[src/rtl/mse_pkg.sv]
// ----------------------------------------------------------------------------
// mse_pkg
// Shared types, codes and helpers for the max stack engine and its cells.
// ----------------------------------------------------------------------------
package mse_pkg;

    localparam int unsigned MSE_DEPTH_DEFAULT = 16;

    typedef enum logic [2:0] {
        OP_PUSH     = 3'd0,
        OP_POP      = 3'd1,
        OP_READ_TOP = 3'd2,
        OP_READ_MAX = 3'd3,
        OP_POP_MAX  = 3'd4
    } t_opcode;

    typedef enum logic [1:0] {
        STAT_OK    = 2'd0,
        STAT_EMPTY = 2'd1,
        STAT_FULL  = 2'd2
    } t_status;

    typedef enum logic [1:0] {
        CH_HOLD,
        CH_PUSH,
        CH_POP,
        CH_REMOVE
    } t_chain_op;

    typedef enum logic {
        ST_IDLE,
        ST_EXEC
    } t_state;

    typedef struct packed {
        logic        [2:0]  opcode;
        logic signed [31:0] push_value;
    } t_cmd_beat;

    typedef struct packed {
        logic signed [31:0] result_value;
        logic        [1:0]  status;
    } t_result_beat;

    // One stack entry together with the largest value at or below it and a
    // flag telling whether this entry is that largest value.
    typedef struct packed {
        logic signed [31:0] value;
        logic signed [31:0] max_value;
        logic               mine;
    } t_cell_data;

    // Combines an entry with the summary of the entries below it. Ties go to
    // the upper entry, so the topmost occurrence of the maximum is kept.
    function automatic t_cell_data f_merge(logic signed [31:0] value,
                                           t_cell_data below,
                                           logic below_valid);
        t_cell_data res;
        res.value     = value;
        res.mine      = !below_valid || (value >= below.max_value);
        res.max_value = res.mine ? value : below.max_value;
        return res;
    endfunction

endpackage

[src/rtl/mse_cell.sv]
// ----------------------------------------------------------------------------
// mse_cell
// One stack slot: holds an entry and its running maximum, shifts with its
// neighbors and recomputes its maximum during the repair wave.
// ----------------------------------------------------------------------------
module mse_cell #(
    parameter int unsigned STACK_DEPTH = mse_pkg::MSE_DEPTH_DEFAULT,
    parameter int unsigned IDX         = 0,
    localparam int unsigned COUNT_W    = $clog2(STACK_DEPTH + 1)
) (
    input  logic                 i_clk,
    input  logic                 i_rst_n,
    input  mse_pkg::t_chain_op   i_op,
    input  logic [COUNT_W-1:0]   i_count,
    input  mse_pkg::t_cell_data  i_above,
    input  mse_pkg::t_cell_data  i_below,
    input  logic                 i_below_dirty,
    input  logic                 i_found_above,
    output logic                 o_found_below,
    output mse_pkg::t_cell_data  o_cell,
    output logic                 o_dirty
);
    import mse_pkg::*;

    t_cell_data r_cell, n_cell;
    logic       r_dirty, n_dirty;
    logic       w_occ;
    logic       w_last;

    assign w_occ         = i_count > COUNT_W'(IDX);
    assign w_last        = i_count == COUNT_W'(IDX + 1);
    assign o_found_below = i_found_above | (r_cell.mine & w_occ);
    assign o_cell        = r_cell;
    assign o_dirty       = r_dirty;

    always_comb begin
        n_cell  = r_cell;
        n_dirty = r_dirty;
        unique case (i_op)
            CH_PUSH: n_cell = i_above;
            CH_POP:  n_cell = i_below;
            CH_REMOVE: begin
                // At or below the removed entry the chain closes the gap;
                // above it the running maximum has to be rebuilt.
                if (o_found_below) begin
                    n_cell = i_below;
                end else begin
                    n_dirty = 1'b1;
                end
            end
            CH_HOLD: begin
                if (r_dirty && !i_below_dirty) begin
                    n_cell  = f_merge(r_cell.value, i_below, !w_last);
                    n_dirty = 1'b0;
                end
            end
            default: ;
        endcase
    end

    always_ff @(posedge i_clk) begin
        if (!i_rst_n) begin
            r_dirty <= 1'b0;
        end else begin
            r_dirty <= n_dirty;
        end
    end

    always_ff @(posedge i_clk) begin
        r_cell <= n_cell;
    end

endmodule

[src/rtl/max_stack_engine.sv]
// ----------------------------------------------------------------------------
// max_stack_engine
// Bounded stack of signed words that also reads and removes its maximum.
// ----------------------------------------------------------------------------
// Handshake: a command beat is accepted while busy is low; the result beat is
//   registered from the execution state and then strobed.
// Flow: a new beat is accepted only once the last one is done; pop maximum
//   holds busy while the repair wave rebuilds the entries above the removed one.
// Reset: synchronous, clears the entry count, the wave and the handshake;
//   entry contents stay as they are. The receiver cannot stall results.
// ----------------------------------------------------------------------------
module max_stack_engine #(
    parameter int unsigned STACK_DEPTH = mse_pkg::MSE_DEPTH_DEFAULT
) (
    input  logic                  i_clk,
    input  logic                  i_rst_n,
    input  logic                  start,
    input  mse_pkg::t_cmd_beat    i_cmd,
    output logic                  busy,
    output logic                  o_result_strobe,
    output mse_pkg::t_result_beat o_result
);
    import mse_pkg::*;

    localparam int unsigned COUNT_W = $clog2(STACK_DEPTH + 1);

    // Cell 0 is the top of the stack and the last live cell is the bottom.
    // Every cell keeps the largest value found at or below it, so the stack's
    // maximum sits in cell 0 whenever no repair wave runs. Push and pop shift
    // the whole row by one place, which leaves those summaries intact.

    t_state             r_state, n_state;
    logic               w_exec;
    logic               w_accept;
    t_cmd_beat          r_cmd;
    logic [COUNT_W-1:0] r_count, n_count;
    t_chain_op          w_chain_op;
    t_result_beat       r_result, n_result;
    logic               r_strobe;
    logic               w_full;
    logic               w_empty;
    t_cell_data         w_push_cell;

    t_cell_data         w_cell  [STACK_DEPTH];
    logic               w_dirty [STACK_DEPTH];
    logic               w_found [STACK_DEPTH+1];

    assign w_accept = start && !busy;

    // Next state of the command sequencer.
    always_comb begin
        n_state = r_state;
        unique case (r_state)
            ST_IDLE: if (w_accept) n_state = ST_EXEC;
            ST_EXEC: n_state = ST_IDLE;
            default: n_state = ST_IDLE;
        endcase
    end

    // Outputs of the command sequencer. The block also stays busy while a
    // repair wave runs, and cell 0 is always the last cell the wave reaches.
    always_comb begin
        w_exec = 1'b0;
        unique case (r_state)
            ST_IDLE: w_exec = 1'b0;
            ST_EXEC: w_exec = 1'b1;
            default: w_exec = 1'b0;
        endcase
    end

    assign busy = w_exec || w_dirty[0];

    assign w_full  = r_count == COUNT_W'(STACK_DEPTH);
    assign w_empty = r_count == '0;

    // The entry a push places on top, merged with the old top's summary.
    assign w_push_cell = f_merge(r_cmd.push_value, w_cell[0], !w_empty);

    // Command execution: in the execution state the chain shifts as the
    // command asks and the result is taken from cell 0.
    always_comb begin
        n_count             = r_count;
        w_chain_op          = CH_HOLD;
        n_result.status     = STAT_OK;
        n_result.result_value = '0;
        if (w_exec) begin
            unique case (r_cmd.opcode)
                OP_PUSH: begin
                    if (w_full) begin
                        n_result.status = STAT_FULL;
                    end else begin
                        w_chain_op = CH_PUSH;
                        n_count    = r_count + 1'b1;
                    end
                end
                OP_POP: begin
                    if (w_empty) begin
                        n_result.status = STAT_EMPTY;
                    end else begin
                        n_result.result_value = w_cell[0].value;
                        w_chain_op            = CH_POP;
                        n_count               = r_count - 1'b1;
                    end
                end
                OP_READ_TOP: begin
                    if (w_empty) begin
                        n_result.status = STAT_EMPTY;
                    end else begin
                        n_result.result_value = w_cell[0].value;
                    end
                end
                OP_READ_MAX: begin
                    if (w_empty) begin
                        n_result.status = STAT_EMPTY;
                    end else begin
                        n_result.result_value = w_cell[0].max_value;
                    end
                end
                OP_POP_MAX: begin
                    // The topmost cell that owns its own summary is the one
                    // removed; cells above it are repaired by the wave.
                    if (w_empty) begin
                        n_result.status = STAT_EMPTY;
                    end else begin
                        n_result.result_value = w_cell[0].max_value;
                        w_chain_op            = CH_REMOVE;
                        n_count               = r_count - 1'b1;
                    end
                end
                default: ;
            endcase
        end
    end

    always_ff @(posedge i_clk) begin
        if (!i_rst_n) begin
            r_state  <= ST_IDLE;
            r_count  <= '0;
            r_strobe <= 1'b0;
        end else begin
            r_state  <= n_state;
            r_count  <= n_count;
            r_strobe <= w_exec;
        end
    end

    always_ff @(posedge i_clk) begin
        if (w_accept) begin
            r_cmd <= i_cmd;
        end
        if (w_exec) begin
            r_result <= n_result;
        end
    end

    assign o_result_strobe = r_strobe;
    assign o_result        = r_result;

    // The search for the removed entry ripples from the top cell downward.
    assign w_found[0] = 1'b0;

    for (genvar gi = 0; gi < STACK_DEPTH; gi++) begin : g_cell
        t_cell_data w_above;
        t_cell_data w_below;
        logic       w_below_dirty;

        if (gi == 0) begin : g_top
            assign w_above = w_push_cell;
        end else begin : g_mid
            assign w_above = w_cell[gi-1];
        end

        if (gi == STACK_DEPTH - 1) begin : g_bottom
            assign w_below       = '0;
            assign w_below_dirty = 1'b0;
        end else begin : g_inner
            assign w_below       = w_cell[gi+1];
            assign w_below_dirty = w_dirty[gi+1];
        end

        mse_cell #(
            .STACK_DEPTH (STACK_DEPTH),
            .IDX         (gi)
        ) u_cell (
            .i_clk         (i_clk),
            .i_rst_n       (i_rst_n),
            .i_op          (w_chain_op),
            .i_count       (r_count),
            .i_above       (w_above),
            .i_below       (w_below),
            .i_below_dirty (w_below_dirty),
            .i_found_above (w_found[gi]),
            .o_found_below (w_found[gi+1]),
            .o_cell        (w_cell[gi]),
            .o_dirty       (w_dirty[gi])
        );
    end

endmodule

[config.mk]
export PLATFORM = sky130hd
export DESIGN_NAME = max_stack_engine
export DESIGN_NICKNAME = d
export VERILOG_FILES = /design/src/rtl/mse_pkg.sv /design/src/rtl/mse_cell.sv /design/src/rtl/max_stack_engine.sv
export SDC_FILE = /design/constraint.sdc
export NUM_CORES = 2
export LEC_CHECK = 0
export BUFFER_PORTS_ARGS = -buffer_cell sky130_fd_sc_hd__buf_4
export CAP_MARGIN = 20
export CORE_AREA = 2 2 339 341
export DETAILED_ROUTE_END_ITERATION = 8
export DIE_AREA = 0 0 341 343
export PLACE_DENSITY = 0.77
export SKIP_CTS_REPAIR_TIMING = 1
export SYNTH_ARGS = -nofsm -noshare
export SYNTH_HDL_FRONTEND = slang
export SYNTH_SLANG_ARGS = --single-unit
[constraint.sdc]
create_clock -name i_clk -period 5.4 [get_ports i_clk]
set_input_delay 0.54 -clock i_clk [delete_from_list [all_inputs] [get_ports i_clk]]
set_output_delay 0.54 -clock i_clk [all_outputs]
set_load 0.02 [all_outputs]
* Word level (Yosys, flattened, before mapping)
Index checks and enable logic that the tools add are counted.
** Word-level totals
- Register bits :: 1132
- Input bits :: 38
- Output and inout bits :: 36
- Logic and storage cells :: 451
** Operators by class
- $add $sub $neg :: 2
- Magnitude comparators :: 33
- Eq/ne operators :: 74
- Multiplexer cells :: 129
- Bitwise gates (word level) :: 33
- Reduce and logical (&&, ||, !) cells :: 109
** Operators with widths (number)
- $pmux 65 s4 :: 16
- $mux 65 :: 16
- $mux 32 :: 19
- $mux 33 :: 16
- $ge 32x32->1 :: 16
- $ne 2x1->1 const B :: 33
- $reduce_and 2->1 :: 33
- $pmux 32 s2 :: 1
- $reduce_and 3->1 :: 16
- $eq 5x4->1 const B :: 8
- $gt 5x4->1 const B :: 8
- $ne 2x2->1 const B :: 18
- $pmux 1 s2 :: 18
- $mux 1 :: 34
- $ge 32x1->1 const B :: 1
- $eq 5x3->1 const B :: 4
- $gt 5x3->1 const B :: 4
- $logic_or 1x1->1 :: 18
- $and 1x1->1 :: 16
- $logic_and 1x1->1 :: 16
- $logic_not 1->1 :: 16
- $or 1x1->1 :: 15
- $eq 5x2->1 const B :: 2
- $gt 5x1->1 const B :: 2
- 23 further kinds :: 34

* Depth between registers and ports, before layout
- Depth in word-level cells :: 19
- Depth in mapped cells :: 16
- Gate-level depth less buffers :: 11

* Hierarchy
Synthesis repeated with hierarchy kept, for this count alone.
** Second synthesis, totals
- Cell total of the unflattened synthesis :: 6913
- Area, all modules :: 75353.5 µm²
** By module, submodules not included
- max_stack_engine :: times used 1, cells an instance 638, area an instance 5784.3 µm², seq. area each 2212.1 µm²
- mse_cell at g_cell[6].u_cell :: times used 1, cells an instance 556, area an instance 5376.4 µm², seq. area each 1971.9 µm²
- mse_cell at g_cell[0].u_cell :: times used 1, cells an instance 561, area an instance 5358.9 µm², seq. area each 1971.9 µm²
- mse_cell at g_cell[7].u_cell :: times used 1, cells an instance 395, area an instance 4480.5 µm², seq. area each 1971.9 µm²
- mse_cell at g_cell[15].u_cell :: times used 1, cells an instance 394, area an instance 4474.3 µm², seq. area each 1971.9 µm²
- mse_cell at g_cell[12].u_cell :: times used 1, cells an instance 395, area an instance 4398.0 µm², seq. area each 1971.9 µm²
- mse_cell at g_cell[4].u_cell :: times used 1, cells an instance 396, area an instance 4396.7 µm², seq. area each 1971.9 µm²
- mse_cell at g_cell[8].u_cell :: times used 1, cells an instance 394, area an instance 4396.7 µm², seq. area each 1971.9 µm²
- mse_cell at g_cell[5].u_cell :: times used 1, cells an instance 394, area an instance 4390.5 µm², seq. area each 1971.9 µm²
- mse_cell at g_cell[11].u_cell :: times used 1, cells an instance 394, area an instance 4389.2 µm², seq. area each 1971.9 µm²
- mse_cell at g_cell[10].u_cell :: times used 1, cells an instance 396, area an instance 4386.7 µm², seq. area each 1971.9 µm²
- mse_cell at g_cell[1].u_cell :: times used 1, cells an instance 327, area an instance 4021.4 µm², seq. area each 1971.9 µm²
- mse_cell at g_cell[9].u_cell :: times used 1, cells an instance 361, area an instance 4017.6 µm², seq. area each 1971.9 µm²
- mse_cell at g_cell[13].u_cell :: times used 1, cells an instance 335, area an instance 3893.7 µm², seq. area each 1971.9 µm²
- 3 more rows

* Worst setup path before layout
OpenSTA, ideal clock, no wires.
- Kind :: register -> register
- Start point :: register r_count[1]
- End point :: register g_cell[14].u_cell.r_cell (netlist bit g_cell[14].u_cell.o_cell[0]) (enable)
- Library setup time :: 474 ps
- Data arrival time :: 4906 ps
- Required time :: 4926 ps
- Setup slack :: 20 ps
- Stages on the path, launching flop included :: 14
- Buffers on the path :: 5
- Period minus slack after synthesis :: 5380 ps
- Cells stage by stage :: dfxtp_1 clkbuf_1 inv_1 ha_1 and2_1 clkbuf_1 nand2_1 o2111a_1 inv_1 ha_1 clkbuf_1 clkbuf_1 clkbuf_1 a21boi_0
** On the way
- Cells in the longest elaborated chain, start to end :: 18
- Elaborated cells on any way between the ends :: 56
- Those cells by class :: order compare (15); eq/ne (4); mux (5); bitwise (29); reduce/logical (3)
** RTL lines
- start: declaration :: line max_stack_engine.sv:36 : logic [COUNT_W-1:0] r_count, n_count;
- start signal: assignment :: line max_stack_engine.sv:142 : r_count <= n_count;
- $gt 5x1->1 :: line mse_cell.sv:30 : assign w_occ = i_count > COUNT_W'(IDX);
- $and 1x1->1 :: line mse_cell.sv:32 : assign o_found_below = i_found_above | (r_cell.mine & w_occ);
- $or 1x1->1 (14 in series) :: line mse_cell.sv:32
- $ne 2x1->1 (no source line)
- $reduce_and 2->1 (no source line) *
- end signal: assignment :: line mse_cell.sv:70 : r_cell <= n_cell;
- end: declaration :: line mse_cell.sv:25 : t_cell_data r_cell, n_cell;
Mark *: on every way between the ends. The rest lies on a longest branch, timed or not.
A chain may end at the register's enable or synchronous reset.

==> impl_metrics.env <==
export IMPL_maxSlewHeadroom_pct=15.05
export IMPL_io_buffers=73
export IMPL_tritoncts="yes"
export IMPL_whs_ns=0.01715
export IMPL_tightest_slew_ns=1.274
export IMPL_nets=6902
export IMPL_ant_nets=0
export IMPL_synthesis_area_mm2=0.06545
export IMPL_die_area_mm2=0.1170
export IMPL_gp_congestion=0.9259
export IMPL_slew_viol_final=0
export IMPL_core_rowCount=124
export IMPL_finish_utilization_pct=63.21
export IMPL_clock_sinks=1132
export IMPL_num_io_pins=74
export IMPL_fillerInstances=8819
export IMPL_regArea_mm2=0.03376
export IMPL_yosysTopAreaCell="edfxtp_1"
export IMPL_path_class="reg2reg"
export IMPL_period_share_pct=90.61
export IMPL_crit_required_ns=5.96
export IMPL_synth_xor_area_share_pct=0.1338
export IMPL_drc=0
export IMPL_drtIter0Drc=7861
export IMPL_synthCells=6413
export IMPL_arrival_ns=5.45
export IMPL_clk_latency_ns=0.73
export IMPL_hold_class="in2reg"
export IMPL_clk_pin_slew_ns=0.06
export IMPL_power_density_mw_per_mm2=278.0
export IMPL_grt_overflow=0
export IMPL_synth_area_leaders="edfxtp_1 51%, ha_1 10%, a221o_1 5.9%, nand2_1 5.8%, o21ai_0 5.1%"
export IMPL_path_cells="inv_1 > ha_1 > or4b_1 > nand3_1 > inv_1 > ha_1 > or2_4 > buf_12 > buf_4 > nand2_1 > o21ai_0"
export IMPL_synth_area_per_cell_um2=10.21
export IMPL_clock_path_buffers=3
export IMPL_initial_core_util_pct=57.71
export IMPL_p_int_mw=15.15
export IMPL_synthDistinctLibCells=90
export IMPL_vias=52390
export IMPL_vias_per_cell=6.582
export IMPL_grt_start_max_net_pins=252
export IMPL_drt_wl_total_um=190900
export IMPL_synth_edf_count=1109
export IMPL_comb_power_share_pct=8.5
export IMPL_p_seq_share_pct=50.8
export IMPL_post_drt_wl_per_cell_um=23.98
export IMPL_synth_compound_area_share_pct=18.89
export IMPL_min_period_ns=4.893
export IMPL_power_mw=19.93
export IMPL_seq_area_frac_synth_pct=51.58
export IMPL_setup_tns_final_ns=0
export IMPL_max_stage_delay_ns=0.66
export IMPL_start_kind="flip-flop"
export IMPL_dp_hpwl_um=134700
export IMPL_drive_above_1_share_pct=7.015
export IMPL_antenna_found_initial=6
export IMPL_synth_top_area_share_pct=50.88
export IMPL_muxShareOfSynthArea_pct=0.2313
export IMPL_synth_net_count=6974
export IMPL_vdd_drop_max_v=0.0002888
export IMPL_syn_to_final_growth_pct=9.528
export IMPL_final_hold_viol_count=0
export IMPL_synth_top_family_by_area="compound AO/OA/AOI/OAI gates"
export IMPL_synthTopCellsByCount="1109 x edfxtp_1, 1009 x nand2_1, 661 x o21ai_0, 551 x inv_1, 549 x nor2_1"
export IMPL_htreeDepth=3
export IMPL_rsz0062_at_grt="false"
export IMPL_die_h_um=343
export IMPL_p_switching_mw=4.784
export IMPL_cts_buffers=120
export IMPL_grt_pass1_vias=50180
export IMPL_ys_seq_elements=1132
export IMPL_yosysMostFrequentCell="edfxtp_1"
export IMPL_pwr_share_clk_pct=40.7
export IMPL_yosys_area_share_simple_pct=13.58
export IMPL_yosys_area_share_adder_pct=10.01
export IMPL_power_leakage_nw=27.76
export IMPL_first_pass_iters=9
export IMPL_root_buffer="clkbuf_16"
export IMPL_track_usage_pct=31.84
export IMPL_maxCapViolations=0
export IMPL_finalSetupViolCount=0
export IMPL_async_flop_share_pct=0
export IMPL_skew_ns=0.02613
export IMPL_core_area_mm2=0.1134
export IMPL_path_max_fanout=187
export IMPL_max_freq_ghz=0.2044
export IMPL_ys_warnings_count=0
export IMPL_crit_slowest_cell="buf_4"
export IMPL_multi_input_area_mm2=0.02842
export IMPL_setup_worst_path_end_class="flip-flop"
export IMPL_ys_flop_type="edfxtp_1"
export IMPL_grt_pass1_wl_um=294100
export IMPL_switching_share_pct=24.00
export IMPL_fp_dieW_um=341
export IMPL_status="completed"
[per-layer routing]
| metal | track usage [%] | wire length [µm] | vias up |
|---|---|---|---|
| li1 | - | - | 23570 |
| met3 | 4.377 | 18020 | 525 |
| met1 | 43.60 | 75480 | 24900 |
| met2 | 50.11 | 86880 | 3386 |
| met5 | 0 | 24 | - |
| met4 | 15.75 | 10490 | 4 |
[sequential cells by signal, summed over array words and instances, names as in the netlist]
name,cells
o_result,34
g_cell.w_above,32
o_result_strobe,1
g_cell.u_cell.o_dirty,16
r_count,5
r_cmd,3
g_cell.u_cell.o_cell,1040
r_state,1
[cells by family (layout without fill, tap and decap cells)]
kind of cell    count (synthesis)  after routing
xor+xnor                       10             10
flops                        1132           1132
fa+ha+maj                     524            524
mux                            15             15
compound gates               1747           1747
buf+inv                       944            974
other cells                     0              4
simple gates                 2041           2041
[metrics by stage]
step	instance area, µm²	setup slack (ns)	cells
2_1_floorplan	65450	0.02007	6413
3_3_place_gp	67470	0.9347	7693
3_5_place_dp	67480	0.7456	7694
4_1_cts	71250	0.7096	7918
5_1_grt	71680	0.2827	7957
6_report	71690	0.5070	7959
[critical path: cells and delay by family (launching register included)]
| kind | cells | cell delay [ns] |
|---|---|---|
| AOI/OAI and AO/OA | 1 | 0.18 |
| adders and majority gates | 2 | 0.90 |
| DFF | 1 | 0.62 |
| and+or+nand+nor | 4 | 1.09 |
| buffers and inverters | 4 | 1.67 |
[cell type report]
class	count	share of cell area (%)
inverter	551	2.895
timing repair buffer	199	2.464
sequential	1132	47.10
antenna	4	0.01396
clock inverter	67	0.7679
tap	1512	2.639
clock buffer	157	4.484
multi-input combinational	4337	39.64
[layout by cell type, fill, tap and decap left out, types with 38 or more instances in the layout]
cell type	Yosys	routed
a21o_1	156	156
nand3_1	109	109
buf_4	1	152
o21ai_0	661	661
edfxtp_1	1109	1109
a221o_1	383	383
clkbuf_16	0	122
a21oi_1	137	123
inv_1	551	550
nor3_1	39	38
nand4_1	78	78
nand2_1	1009	1009
nor2_1	549	532
ha_1	523	521
and2_1	76	76
[power groups by stage]
stage	logic, mW	clock network, mW	registers (mW)
finish	1.70	8.11	10.1
global route	1.84	8.49	10.1
global placement	1.55	0	10.3
floorplan	1.13	0	10.2
detailed placement	1.62	0	10.3
CTS	1.63	8.14	10.1
[path summary, 6_finish.rpt]
path	startpoint	to	slack [ns]	cells past startpoint
min	i_cmd[7]	g_cell[0].w_above[40]	0.02	1
min reg2reg	g_cell[11].u_cell.o_dirty	g_cell[11].u_cell.o_dirty	0.48	2
max reg2reg	r_count[0]	g_cell[13].u_cell.o_cell[59]	0.51	11
max	r_count[0]	g_cell[13].u_cell.o_cell[59]	0.51	11
Note: power is estimated with default switching activity, not from simulation.
